===== src/rtl/tcu_pkg.sv =====
// shared constants and types for the tick counter uptime unit
package tcu_pkg;

  localparam int SAMPLE_W   = 32;
  localparam int WRAP_W     = 32;
  localparam int RATE_W     = 20;
  localparam int MS_W       = 64;
  localparam int FRAC_W     = 10;
  localparam int FR_W       = RATE_W + FRAC_W;
  localparam int DVS_W      = RATE_W + FRAC_W - 1;
  localparam int TICK_WIDTH_DFLT = 32;

  localparam logic [RATE_W-1:0] RATE_RESET = RATE_W'(1000);
  localparam logic [FRAC_W-1:0] MS_PER_SEC = FRAC_W'(1000);

  // 1000 = 1024 - 16 - 8
  localparam int MS_SH_HI  = 10;
  localparam int MS_SH_MID = 4;
  localparam int MS_SH_LO  = 3;

  // largest whole-second count whose product with 1000 still fits
  localparam logic [MS_W-1:0] WHOLE_LIMIT = 64'd18446744073709551;

  typedef enum logic [2:0] {
    ST_IDLE,
    ST_DIV,
    ST_PREP,
    ST_FRAC,
    ST_SUM
  } tcu_state_t;

endpackage


===== src/rtl/tcu_if.sv =====
// valid/ready channel interfaces for samples and uptime results
interface tcu_in_if;
  logic                          valid;
  logic                          ready;
  logic [tcu_pkg::SAMPLE_W-1:0]  tick_sample;

  modport source(output valid, output tick_sample, input ready);
  modport sink(input valid, input tick_sample, output ready);
endinterface

interface tcu_out_if;
  logic                      valid;
  logic                      ready;
  logic [tcu_pkg::MS_W-1:0]  uptime_ms;
  logic                      saturated;

  modport source(output valid, output uptime_ms, output saturated, input ready);
  modport sink(input valid, input uptime_ms, input saturated, output ready);
endinterface


===== src/rtl/tick_counter_uptime_ms_unit.sv =====
// tick counter extension to 64 bits and conversion to uptime in milliseconds
//
// in_ch carries one sample of a free-running tick counter per item; only its
// low TICK_WIDTH bits count. a sample lower than the one before counts a wrap,
// and the wrap count above the sample bits forms the tick total.
// out_ch returns one item per sample: the total converted to milliseconds at
// the rate held in the cfg register (cfg_we/cfg_wdata, ticks per second, zero
// read as one), clamped to all ones with saturated set when it does not fit.
// the division runs one quotient bit per cycle through a shift register,
// then the sub-second fraction takes 10 more restoring steps, one
// millisecond digit bit each.
// in_ch.ready is high only in the idle state, so a new sample is taken
// only once the one before has passed the division, the fraction and the
// sum into the output register.
// the output register decouples the sides: a new sample is accepted while an
// unread result waits; if out_ch is still stalled when the next result is
// done, the unit holds that result until the register frees up.
// reset: rate goes to 1000 ticks per second, wrap count and last sample clear,
// no result is pending.
module tick_counter_uptime_ms_unit #(
  parameter int TICK_WIDTH = tcu_pkg::TICK_WIDTH_DFLT
) (
  input  logic                        clk,
  input  logic                        rst_n,
  input  logic                        cfg_we,
  input  logic [tcu_pkg::RATE_W-1:0]  cfg_wdata,
  tcu_in_if.sink                      in_ch,
  tcu_out_if.source                   out_ch
);

  // tick total width: wrap count above the sample bits
  localparam int TOT_W = tcu_pkg::WRAP_W + TICK_WIDTH;
  localparam int CNT_W = $clog2(TOT_W);

  // control state
  tcu_pkg::tcu_state_t               state_r, state_nxt;
  logic [CNT_W-1:0]                  cnt_r, cnt_nxt;
  logic [tcu_pkg::RATE_W-1:0]        rate_r, rate_nxt;
  logic [tcu_pkg::WRAP_W-1:0]        wrap_r, wrap_nxt;
  logic [TICK_WIDTH-1:0]             last_r, last_nxt;
  logic                              out_vld_r, out_vld_nxt;

  // datapath
  logic [tcu_pkg::RATE_W-1:0]        div_rate_r, div_rate_nxt;
  logic [TOT_W-1:0]                  quo_r, quo_nxt;
  logic [tcu_pkg::RATE_W-1:0]        rem_r, rem_nxt;
  logic [tcu_pkg::FR_W-1:0]          fr_r, fr_nxt;
  logic [tcu_pkg::DVS_W-1:0]         dvs_r, dvs_nxt;
  logic [tcu_pkg::FRAC_W-1:0]        frac_r, frac_nxt;
  logic [tcu_pkg::MS_W-1:0]          base_r, base_nxt;
  logic                              sat_r, sat_nxt;
  logic [tcu_pkg::MS_W-1:0]          out_ms_r, out_ms_nxt;
  logic                              out_sat_r, out_sat_nxt;

  logic                              accept;
  logic [TICK_WIDTH-1:0]             cur_sample;
  logic                              wrap_inc;
  logic [tcu_pkg::RATE_W:0]          rem_sh;
  logic [tcu_pkg::RATE_W:0]          rem_dif;
  logic                              div_ge;
  logic                              frac_ge;
  logic [tcu_pkg::MS_W-1:0]          whole;
  logic [tcu_pkg::MS_W:0]            ms_sum;
  logic                              sum_sat;

  assign in_ch.ready      = (state_r == tcu_pkg::ST_IDLE);
  assign accept           = in_ch.valid && in_ch.ready;
  assign out_ch.valid     = out_vld_r;
  assign out_ch.uptime_ms = out_ms_r;
  assign out_ch.saturated = out_sat_r;

  assign cur_sample = in_ch.tick_sample[TICK_WIDTH-1:0];
  assign wrap_inc   = (cur_sample < last_r);

  // one restoring step of the tick division: next dividend bit into remainder
  assign rem_sh  = {rem_r, quo_r[TOT_W-1]};
  assign div_ge  = (rem_sh >= {1'b0, div_rate_r});
  assign rem_dif = rem_sh - {1'b0, div_rate_r};

  // one restoring step of the millisecond fraction
  assign frac_ge = (fr_r >= {1'b0, dvs_r});

  assign whole   = tcu_pkg::MS_W'(quo_r);
  assign ms_sum  = {1'b0, base_r} + (tcu_pkg::MS_W + 1)'(frac_r);
  assign sum_sat = sat_r || ms_sum[tcu_pkg::MS_W];

  always_comb begin
    state_nxt    = state_r;
    cnt_nxt      = cnt_r;
    rate_nxt     = cfg_we ? cfg_wdata : rate_r;
    wrap_nxt     = wrap_r;
    last_nxt     = last_r;
    out_vld_nxt  = out_vld_r && !out_ch.ready;
    div_rate_nxt = div_rate_r;
    quo_nxt      = quo_r;
    rem_nxt      = rem_r;
    fr_nxt       = fr_r;
    dvs_nxt      = dvs_r;
    frac_nxt     = frac_r;
    base_nxt     = base_r;
    sat_nxt      = sat_r;
    out_ms_nxt   = out_ms_r;
    out_sat_nxt  = out_sat_r;

    unique case (state_r)
      tcu_pkg::ST_IDLE: begin
        if (accept) begin
          wrap_nxt     = wrap_r + tcu_pkg::WRAP_W'(wrap_inc);
          last_nxt     = cur_sample;
          quo_nxt      = {wrap_nxt, cur_sample};
          rem_nxt      = '0;
          div_rate_nxt = (rate_r == '0) ? tcu_pkg::RATE_W'(1) : rate_r;
          cnt_nxt      = CNT_W'(TOT_W - 1);
          state_nxt    = tcu_pkg::ST_DIV;
        end
      end
      tcu_pkg::ST_DIV: begin
        rem_nxt = div_ge ? rem_dif[tcu_pkg::RATE_W-1:0] : rem_sh[tcu_pkg::RATE_W-1:0];
        quo_nxt = {quo_r[TOT_W-2:0], div_ge};
        cnt_nxt = cnt_r - CNT_W'(1);
        if (cnt_r == '0) begin
          state_nxt = tcu_pkg::ST_PREP;
        end
      end
      tcu_pkg::ST_PREP: begin
        // quo_r now holds whole seconds, rem_r the leftover ticks
        fr_nxt   = tcu_pkg::FR_W'(rem_r) * tcu_pkg::FR_W'(tcu_pkg::MS_PER_SEC);
        dvs_nxt  = tcu_pkg::DVS_W'(div_rate_r) << (tcu_pkg::FRAC_W - 1);
        sat_nxt  = (whole > tcu_pkg::WHOLE_LIMIT);
        base_nxt = (whole << tcu_pkg::MS_SH_HI) - (whole << tcu_pkg::MS_SH_MID);
        frac_nxt = '0;
        cnt_nxt  = CNT_W'(tcu_pkg::FRAC_W - 1);
        state_nxt = tcu_pkg::ST_FRAC;
      end
      tcu_pkg::ST_FRAC: begin
        if (frac_ge) begin
          fr_nxt = fr_r - {1'b0, dvs_r};
        end
        frac_nxt = {frac_r[tcu_pkg::FRAC_W-2:0], frac_ge};
        dvs_nxt  = dvs_r >> 1;
        // finish whole * 1000, exact modulo 2^64 when not saturated
        if (cnt_r == CNT_W'(tcu_pkg::FRAC_W - 1)) begin
          base_nxt = base_r - (whole << tcu_pkg::MS_SH_LO);
        end
        cnt_nxt = cnt_r - CNT_W'(1);
        if (cnt_r == '0) begin
          state_nxt = tcu_pkg::ST_SUM;
        end
      end
      tcu_pkg::ST_SUM: begin
        // wait here while an unread result still occupies the output
        if (!out_vld_r || out_ch.ready) begin
          out_ms_nxt  = sum_sat ? '1 : ms_sum[tcu_pkg::MS_W-1:0];
          out_sat_nxt = sum_sat;
          out_vld_nxt = 1'b1;
          state_nxt   = tcu_pkg::ST_IDLE;
        end
      end
      default: begin
        state_nxt = tcu_pkg::ST_IDLE;
      end
    endcase
  end

  always_ff @(posedge clk) begin
    if (!rst_n) begin
      state_r   <= tcu_pkg::ST_IDLE;
      cnt_r     <= '0;
      rate_r    <= tcu_pkg::RATE_RESET;
      wrap_r    <= '0;
      last_r    <= '0;
      out_vld_r <= 1'b0;
    end else begin
      state_r   <= state_nxt;
      cnt_r     <= cnt_nxt;
      rate_r    <= rate_nxt;
      wrap_r    <= wrap_nxt;
      last_r    <= last_nxt;
      out_vld_r <= out_vld_nxt;
    end
  end

  always_ff @(posedge clk) begin
    div_rate_r <= div_rate_nxt;
    quo_r      <= quo_nxt;
    rem_r      <= rem_nxt;
    fr_r       <= fr_nxt;
    dvs_r      <= dvs_nxt;
    frac_r     <= frac_nxt;
    base_r     <= base_nxt;
    sat_r      <= sat_nxt;
    out_ms_r   <= out_ms_nxt;
    out_sat_r  <= out_sat_nxt;
  end

  // a clamped result always reads all ones
  a_sat_all_ones: assert property (@(posedge clk) disable iff (!rst_n)
    out_ch.valid && out_ch.saturated |-> out_ch.uptime_ms == '1)
    else $error("saturated result is not all ones");

  // accepted sample starts the division on the next cycle
  a_accept_div: assert property (@(posedge clk) disable iff (!rst_n)
    accept |=> state_r == tcu_pkg::ST_DIV)
    else $error("division did not start after accept");

  // the running remainder stays below the divisor
  a_rem_range: assert property (@(posedge clk) disable iff (!rst_n)
    state_r == tcu_pkg::ST_DIV || state_r == tcu_pkg::ST_PREP |-> rem_r < div_rate_r)
    else $error("division remainder out of range");

  // the fractional milliseconds never reach a full second
  a_frac_range: assert property (@(posedge clk) disable iff (!rst_n)
    state_r == tcu_pkg::ST_SUM |-> frac_r < tcu_pkg::MS_PER_SEC)
    else $error("fraction out of range");

endmodule

===== src/flat_wrapper.sv =====
// flat-port wrapper written by rule: the top's interface ports become plain ports
module tick_counter_uptime_ms_unit_flat 
#(
  parameter int TICK_WIDTH = tcu_pkg::TICK_WIDTH_DFLT
)
  (clk, rst_n, cfg_we, cfg_wdata, in_ch_valid, in_ch_tick_sample, in_ch_ready, out_ch_valid, out_ch_uptime_ms, out_ch_saturated, out_ch_ready);
  tcu_in_if in_ch_i ();
  tcu_out_if out_ch_i ();
  input  logic clk;
  input  logic rst_n;
  input  logic cfg_we;
  input  logic [tcu_pkg::RATE_W-1:0] cfg_wdata;
  input wire logic [$bits(in_ch_i.valid)-1:0] in_ch_valid;
  input wire logic [$bits(in_ch_i.tick_sample)-1:0] in_ch_tick_sample;
  output wire logic [$bits(in_ch_i.ready)-1:0] in_ch_ready;
  output wire logic [$bits(out_ch_i.valid)-1:0] out_ch_valid;
  output wire logic [$bits(out_ch_i.uptime_ms)-1:0] out_ch_uptime_ms;
  output wire logic [$bits(out_ch_i.saturated)-1:0] out_ch_saturated;
  input wire logic [$bits(out_ch_i.ready)-1:0] out_ch_ready;
  assign in_ch_i.valid = in_ch_valid;
  assign in_ch_i.tick_sample = in_ch_tick_sample;
  assign in_ch_ready = in_ch_i.ready;
  assign out_ch_valid = out_ch_i.valid;
  assign out_ch_uptime_ms = out_ch_i.uptime_ms;
  assign out_ch_saturated = out_ch_i.saturated;
  assign out_ch_i.ready = out_ch_ready;
  tick_counter_uptime_ms_unit #(.TICK_WIDTH(TICK_WIDTH)) u_core (.clk(clk), .rst_n(rst_n), .cfg_we(cfg_we), .cfg_wdata(cfg_wdata), .in_ch(in_ch_i), .out_ch(out_ch_i));
endmodule

===== config.mk =====
export PLATFORM = sky130hd
export DESIGN_NAME = tick_counter_uptime_ms_unit_flat
export DESIGN_NICKNAME = d
export VERILOG_FILES = /design/src/rtl/tcu_pkg.sv /design/src/rtl/tcu_if.sv /design/src/rtl/tick_counter_uptime_ms_unit.sv /design/src/flat_wrapper.sv
export SDC_FILE = /design/constraint.sdc
export NUM_CORES = 1
export LEC_CHECK = 0
export ABC_AREA = 1
export BUFFER_PORTS_ARGS = -buffer_cell sky130_fd_sc_hd__buf_2
export CAP_MARGIN = 10
export CORE_MARGIN = 4
export CORE_UTILIZATION = 50
export DETAILED_ROUTE_END_ITERATION = 16
export MAX_ROUTING_LAYER = met4
export PLACE_DENSITY_LB_ADDON = 0.25
export SLEW_MARGIN = 0
export SYNTH_ARGS = -nofsm -noshare
export SYNTH_HDL_FRONTEND = slang
export SYNTH_SLANG_ARGS = --single-unit

===== constraint.sdc =====
create_clock -name clk -period 9.4 [get_ports clk]
set_clock_uncertainty 0.05 [all_clocks]
set_input_delay 0.94 -clock clk [delete_from_list [all_inputs] [get_ports clk]]
set_output_delay 0.94 -clock clk [all_outputs]
set_load 0.05 [all_outputs]

After elaboration in Yosys (flattened, before gate mapping)
Cells that the tools add are included.
W data, S select, Z words.
Cells by class
  $add $sub $neg: 7
  multipliers: 1
  magnitude comparators: 4
  equality and inequality tests: 11
  mux-type cells: 20
  reductions and logical operators: 20
Operators with widths (number)
  $pmux W64 S2: 2
  $mux W64: 2
  $sub A64 B64 Y64: 2
  $add A64 B10 Y65: 1
  $gt A64 B55 Y1 const B: 1
  $pmux W30 S2: 1
  $pmux W29 S2: 1
  $mux W20: 2
  $pmux W20 S2: 1
  $add A32 B1 Y32: 1
  $lt A32 B32 Y1: 1
  $ge A30 B29 Y1: 1
  $mux W30: 1
  $sub A30 B29 Y30: 1
  $mul A20 B7 Y27 const B: 1
  $ge A21 B20 Y1: 1
  $logic_not A20 Y1: 1
  $pmux W10 S2: 1
  $sub A20 B20 Y20: 1
  $pmux W6 S3: 1
  $pmux W3 S5: 1
  $mux W3: 4
  $reduce_and A2 Y1: 6
  $ne A2 B1 Y1 const B: 5
  17 further kinds: 23
Storage, ports and cells
  register bits after elaboration: 397
  bits of input ports: 57
  output and inout bits: 67
  word-level logic and storage cells: 79

Longest topological paths before layout
  depth after elaboration: 4
  mapped depth: 24
  mapped depth without buffers: 24

Least setup slack after synthesis
No wires, ideal clock.
  path kind: flip-flop to flip-flop
  start: reg u_core.state_r[0]
  end: reg u_core.base_r[10] in the netlist's numbering (enable)
  setup time: 0.564 ns
  arrival: 5.385 ns
  required time: 8.786 ns
  path slack: 3.401 ns
  stages on the path, launching flop included: 8
  buffers on the path: 1
  period minus slack after synthesis: 5.999 ns
  path through: dfxtp_1 -> inv_2 -> nor2_2 -> inv_2 -> nor2_2 -> inv_2 -> clkbuf_1 -> o21ai_0
Between the ends
  word-level cells in the longest chain between the ends: 3
  elaborated cells between the ends (all ways): 5
  classes of those cells: eq/ne (3); reduce/logical (2)
Ends and longest elaborated chain
  from (decl): RTL line tick_counter_uptime_ms_unit.sv:36  | tcu_pkg::tcu_state_t state_r, state_nxt;
  from (signal assigned): RTL line tick_counter_uptime_ms_unit.sv:167  | state_r <= tcu_pkg::ST_IDLE;
  from (signal assigned): RTL line tick_counter_uptime_ms_unit.sv:174  | state_r <= state_nxt;
  $eq A3 B2 Y1: RTL line tick_counter_uptime_ms_unit.sv:105  | unique case (state_r)
  $ne A2 B1 Y1 (no source line) / $reduce_bool A2 Y1 (equally long branches)
  $reduce_and A2 Y1 (no source line) *
  to (signal assigned): RTL line tick_counter_uptime_ms_unit.sv:190  | base_r <= base_nxt;
  to (decl): RTL line tick_counter_uptime_ms_unit.sv:50  | logic [tcu_pkg::MS_W-1:0] base_r, base_nxt;
Mark *: on every way between the ends. The rest lies on a longest branch, timed or not.
A chain may end at the register's enable or synchronous reset.

Worst setup path after layout
  start: reg u_core.rem_r[11] in the netlist's numbering
  end: reg u_core.fr_r[28] in the netlist's numbering (data pin)
Between the ends
  word-level cells in the longest chain between the ends: 2
Ends and longest elaborated chain
  from (decl): RTL line tick_counter_uptime_ms_unit.sv:46  | logic [tcu_pkg::RATE_W-1:0] rem_r, rem_nxt;
  from (signal assigned): RTL line tick_counter_uptime_ms_unit.sv:186  | rem_r <= rem_nxt;
  $mul A20 B7 Y27: RTL line tick_counter_uptime_ms_unit.sv:127  | fr_nxt = tcu_pkg::FR_W'(rem_r) * tcu_pkg::FR_W'(tcu_pkg::MS_PER_SEC);
  $pmux W30 S2: RTL line tick_counter_uptime_ms_unit.sv:105
  named net u_core.fr_nxt (one bit): RTL line tick_counter_uptime_ms_unit.sv:47  | logic [tcu_pkg::FR_W-1:0] fr_r, fr_nxt;
  to (signal assigned): RTL line tick_counter_uptime_ms_unit.sv:187  | fr_r <= fr_nxt;
  to (decl): RTL line tick_counter_uptime_ms_unit.sv:47
The timed path passes the listed nets, and every way through them passes these cells.

==> run_results.csv <==
group,metric,value,unit
die,initial_core_util,50.5,%
clocking,cts_made_buffers,47,
layout,final_cells,6528,
synthesis,ys_ff_latch,394,
clocking,cts-htree-levels,2,
synthesis,syn_area_per_cell,6.65,um2
outcome,status,"finished clean",
global_route,antenna_found_initial,1,
setup_path,crit_arrival,4.88,ns
synthesis,synthTopCellsByArea,"edfxtp_1 (25%), nand2_1 (18%), inv_1 (11%)",
die,die_w,277,um
global_route,track_usage,31.0,%
drt,avgRoutedWirePerCell,18.3,um
run,drv_cap,0,
synthesis,synth_top_cell_area_share,24.9,%
place,place_inst,6439,
timing,setup_viol,0,
die,num_io_pins,124,
timing,final_max_slew_viol_count,0,
setup_path,cp-start-kind,"flip-flop",
clocking,cts_setup_buffers,0,
global_route,gr-total-overflow,0,
clocking,clk_pin_slew,0.06,ns
global_route,grt_pass1_vias,32400,
clocking,cts_tree,"yes",
setup_path,critPathMaxFanout,5,
layout,areaGrowthSynthToFinish,8.45,%
place,globalplace.congestion,1.01,
timing,final-hold-violation-count,0,
worst_hold_path,hold_path_class,"reg -> reg",
synthesis,yosysMostFrequentCell,"nand2_1",
pwr,ir_drop,470,uV
synthesis,synth_largest_area_cell,"edfxtp_1",
timing,timing.final.crit_share,48.9,%
drt,drtAntennaViolNets,0,
synthesis,syn-instance-count,5448,
place,port-buffer-count,123,
setup_path,critical_path_class,"reg -> reg",
synthesis,postSynth.topFlopCell,"edfxtp_1",
global_route,use_met1,45.1,%
global_route,grt_pass1_wl,182000,um
die,die_h,277,um
timing,tightest_slew,1.14,ns
pwr,power,0.0156,W
die,num_rows,98,
timing,fmax,0.218,GHz
drt,drc,0,
die,core-area,71700,um2
place,dp_hpwl,98000,um
clocking,cts_sinks,394,
clocking,worstSkewPairLatency,0.61,ns
layout,drive_gt1_share,5.20,%
clocking,cts-root-buf,"clkbuf_16",
timing,timing.setup.tns,0,ns
global_route,use_met3,4.43,%
clocking,post_cts_resize_count,0,
layout,fin_util,54.8,%
pwr,cellPowerDensity,398,nW/um2
pwr,p_leak,19.6,nW
synthesis,yosysUniqueCellTypes,54,
layout,nFillCells,7288,
drt,vias,34900,
synthesis,synth-edff-count,300,
setup_path,cp.required,9.69,ns
clocking,cts_hold_buf,0,
synthesis,yosysWarnings,0,
drt,viasPerCell,5.34,
timing,relSlewSlack,23.9,%
timing,rsz0062_at_grt,"no",
synthesis,synth_commonest_cells,"nand2_1 (1691), inv_1 (1024), nor2_1 (466)",
die,die_area,76900,um2
synthesis,postSynth.asyncResetShare,0,%
global_route,use_met2,44.7,%
layout,final_nets,5936,
drt,wirelength,119000,um
synthesis,syn_area,36200,um2
synthesis,syn_nets,5846,
setup_path,endpoint_kind,"flip-flop",
global_route,grt_max_degree,93,
drt,first_pass_iters,6,
timing,period_minus_slack,4.59,ns
global_route,busiest_layer,"met1",
drt,drt_iter0_drc,3369,
clocking,cts_max_path_buffers,3,
synthesis,ys_seq_area_share,30.0,%
-- power by group --
part / switching, W / internal, W
combinational: 0.00723 / 0.00373
clock: 0.000798 / 0.00105
sequential: 0.000285 / 0.00256
total: 0.00831 / 0.00734
-- critical path: stages (launching register included) --
cell and delay (ns):
edfxtp_1 0.47, inv_1 0.26, fa_1 0.49, fa_1 0.52
inv_1 0.05, fa_1 0.49, inv_1 0.05, fa_1 0.50
inv_1 0.04, ha_1 0.34, nand2_1 0.09, inv_1 0.09
nand3_1 0.11, nor3_1 0.25, nand3_1 0.15, nand3_1 0.12
nand2_1 0.05, nand3_1 0.08, o21ai_0 0.12
-- metrics by stage --
step	instance area, um2	hold slack, ns	worst slack [ns]
final	39300	0.377	4.81
after global routing	39300	0.396	4.50
after CTS	39300	0.377	4.82
after detailed placement	37800	0.363	4.84
after global placement	37800	0.363	4.93
after floorplan	36200	0.374	3.40
-- registers in the layout, summed over array words and instances, names as in the netlist, 29 cells and up --
| signal | cells |
|---|---|
| u_core.fr_r | 30 |
| u_core.dvs_r | 29 |
| u_core.out_ch.uptime_ms | 64 |
| u_core.quo_r | 64 |
| u_core.base_r | 61 |
| u_core.last_r | 32 |
| u_core.wrap_r | 32 |
-- per-layer routing --
metal  routed length, um  vias to the layer above  share of wire [%]
li1                    -                    17600                  -
met1               56700                    15800                 48
met2               48700                     1274                 41
met3                9630                      194                8.1
met4                4210                        0                3.5
met5                   0                        -                  0
-- cell usage in the layout, fill, tap and decap left out, drive strengths merged, types with 6 or more instances in the layout --
cell | Yosys | routed
inv | 1037 | 1039
xnor2 | 35 | 35
a21o | 12 | 12
clkbuf | 59 | 57
nor2 | 476 | 476
and2 | 8 | 8
a31oi | 7 | 7
o21ai | 330 | 330
dfxtp | 94 | 94
nor4 | 18 | 18
nor3b | 6 | 6
nand3 | 311 | 311
nor3 | 91 | 91
o21a | 10 | 10
o21bai | 20 | 20
fa | 74 | 74
nand3b | 38 | 38
or2 | 37 | 37
xor2 | 59 | 59
nand2 | 1702 | 1702
nand4 | 87 | 87
edfxtp | 300 | 300
clkinv | 2 | 22
o211ai | 12 | 12
a21oi | 297 | 297
ha | 267 | 267
buf | 34 | 134
-- cell type report --
class | instances | area, um2 | area share, %
Multi-Input combinational cell | 3922 | 21100 | 53.7
Sequential cell | 394 | 10900 | 27.7
Inverter | 1039 | 3900 | 9.93
Clock buffer | 57 | 1260 | 3.22
Tap cell | 950 | 1190 | 3.02
Timing Repair Buffer | 134 | 698 | 1.78
Clock inverter | 30 | 263 | 0.668
Antenna cell | 2 | 5.00 | 0.0127
-- final timing paths --
check	slack (ns)	cells past startpoint	end	startpoint
worst max-delay path	4.81	18	u_core.fr_r[28]$_DFFE_PP_	u_core.rem_r[11]$_SDFFCE_PN0P_
worst min register to register	0.38	0	u_core.div_rate_r[14]$_SDFFCE_PN0P_	u_core.rate_r[14]$_SDFFE_PN0P_
worst max register to register	4.81	18	u_core.fr_r[28]$_DFFE_PP_	u_core.rem_r[11]$_SDFFCE_PN0P_
worst min-delay path	0.38	0	u_core.div_rate_r[14]$_SDFFCE_PN0P_	u_core.rate_r[14]$_SDFFE_PN0P_
-- kinds of logic after synthesis --
family	share of synthesized area, %
adder cells (fa/ha/maj)	13.3
AND/OR/NAND/NOR	32.1
buffers and inverters	11.9
XOR/XNOR	2.27
flip-flops	30.0
AO/OA/AOI/OAI	10.4
Power figures use the tool's default switching activity.
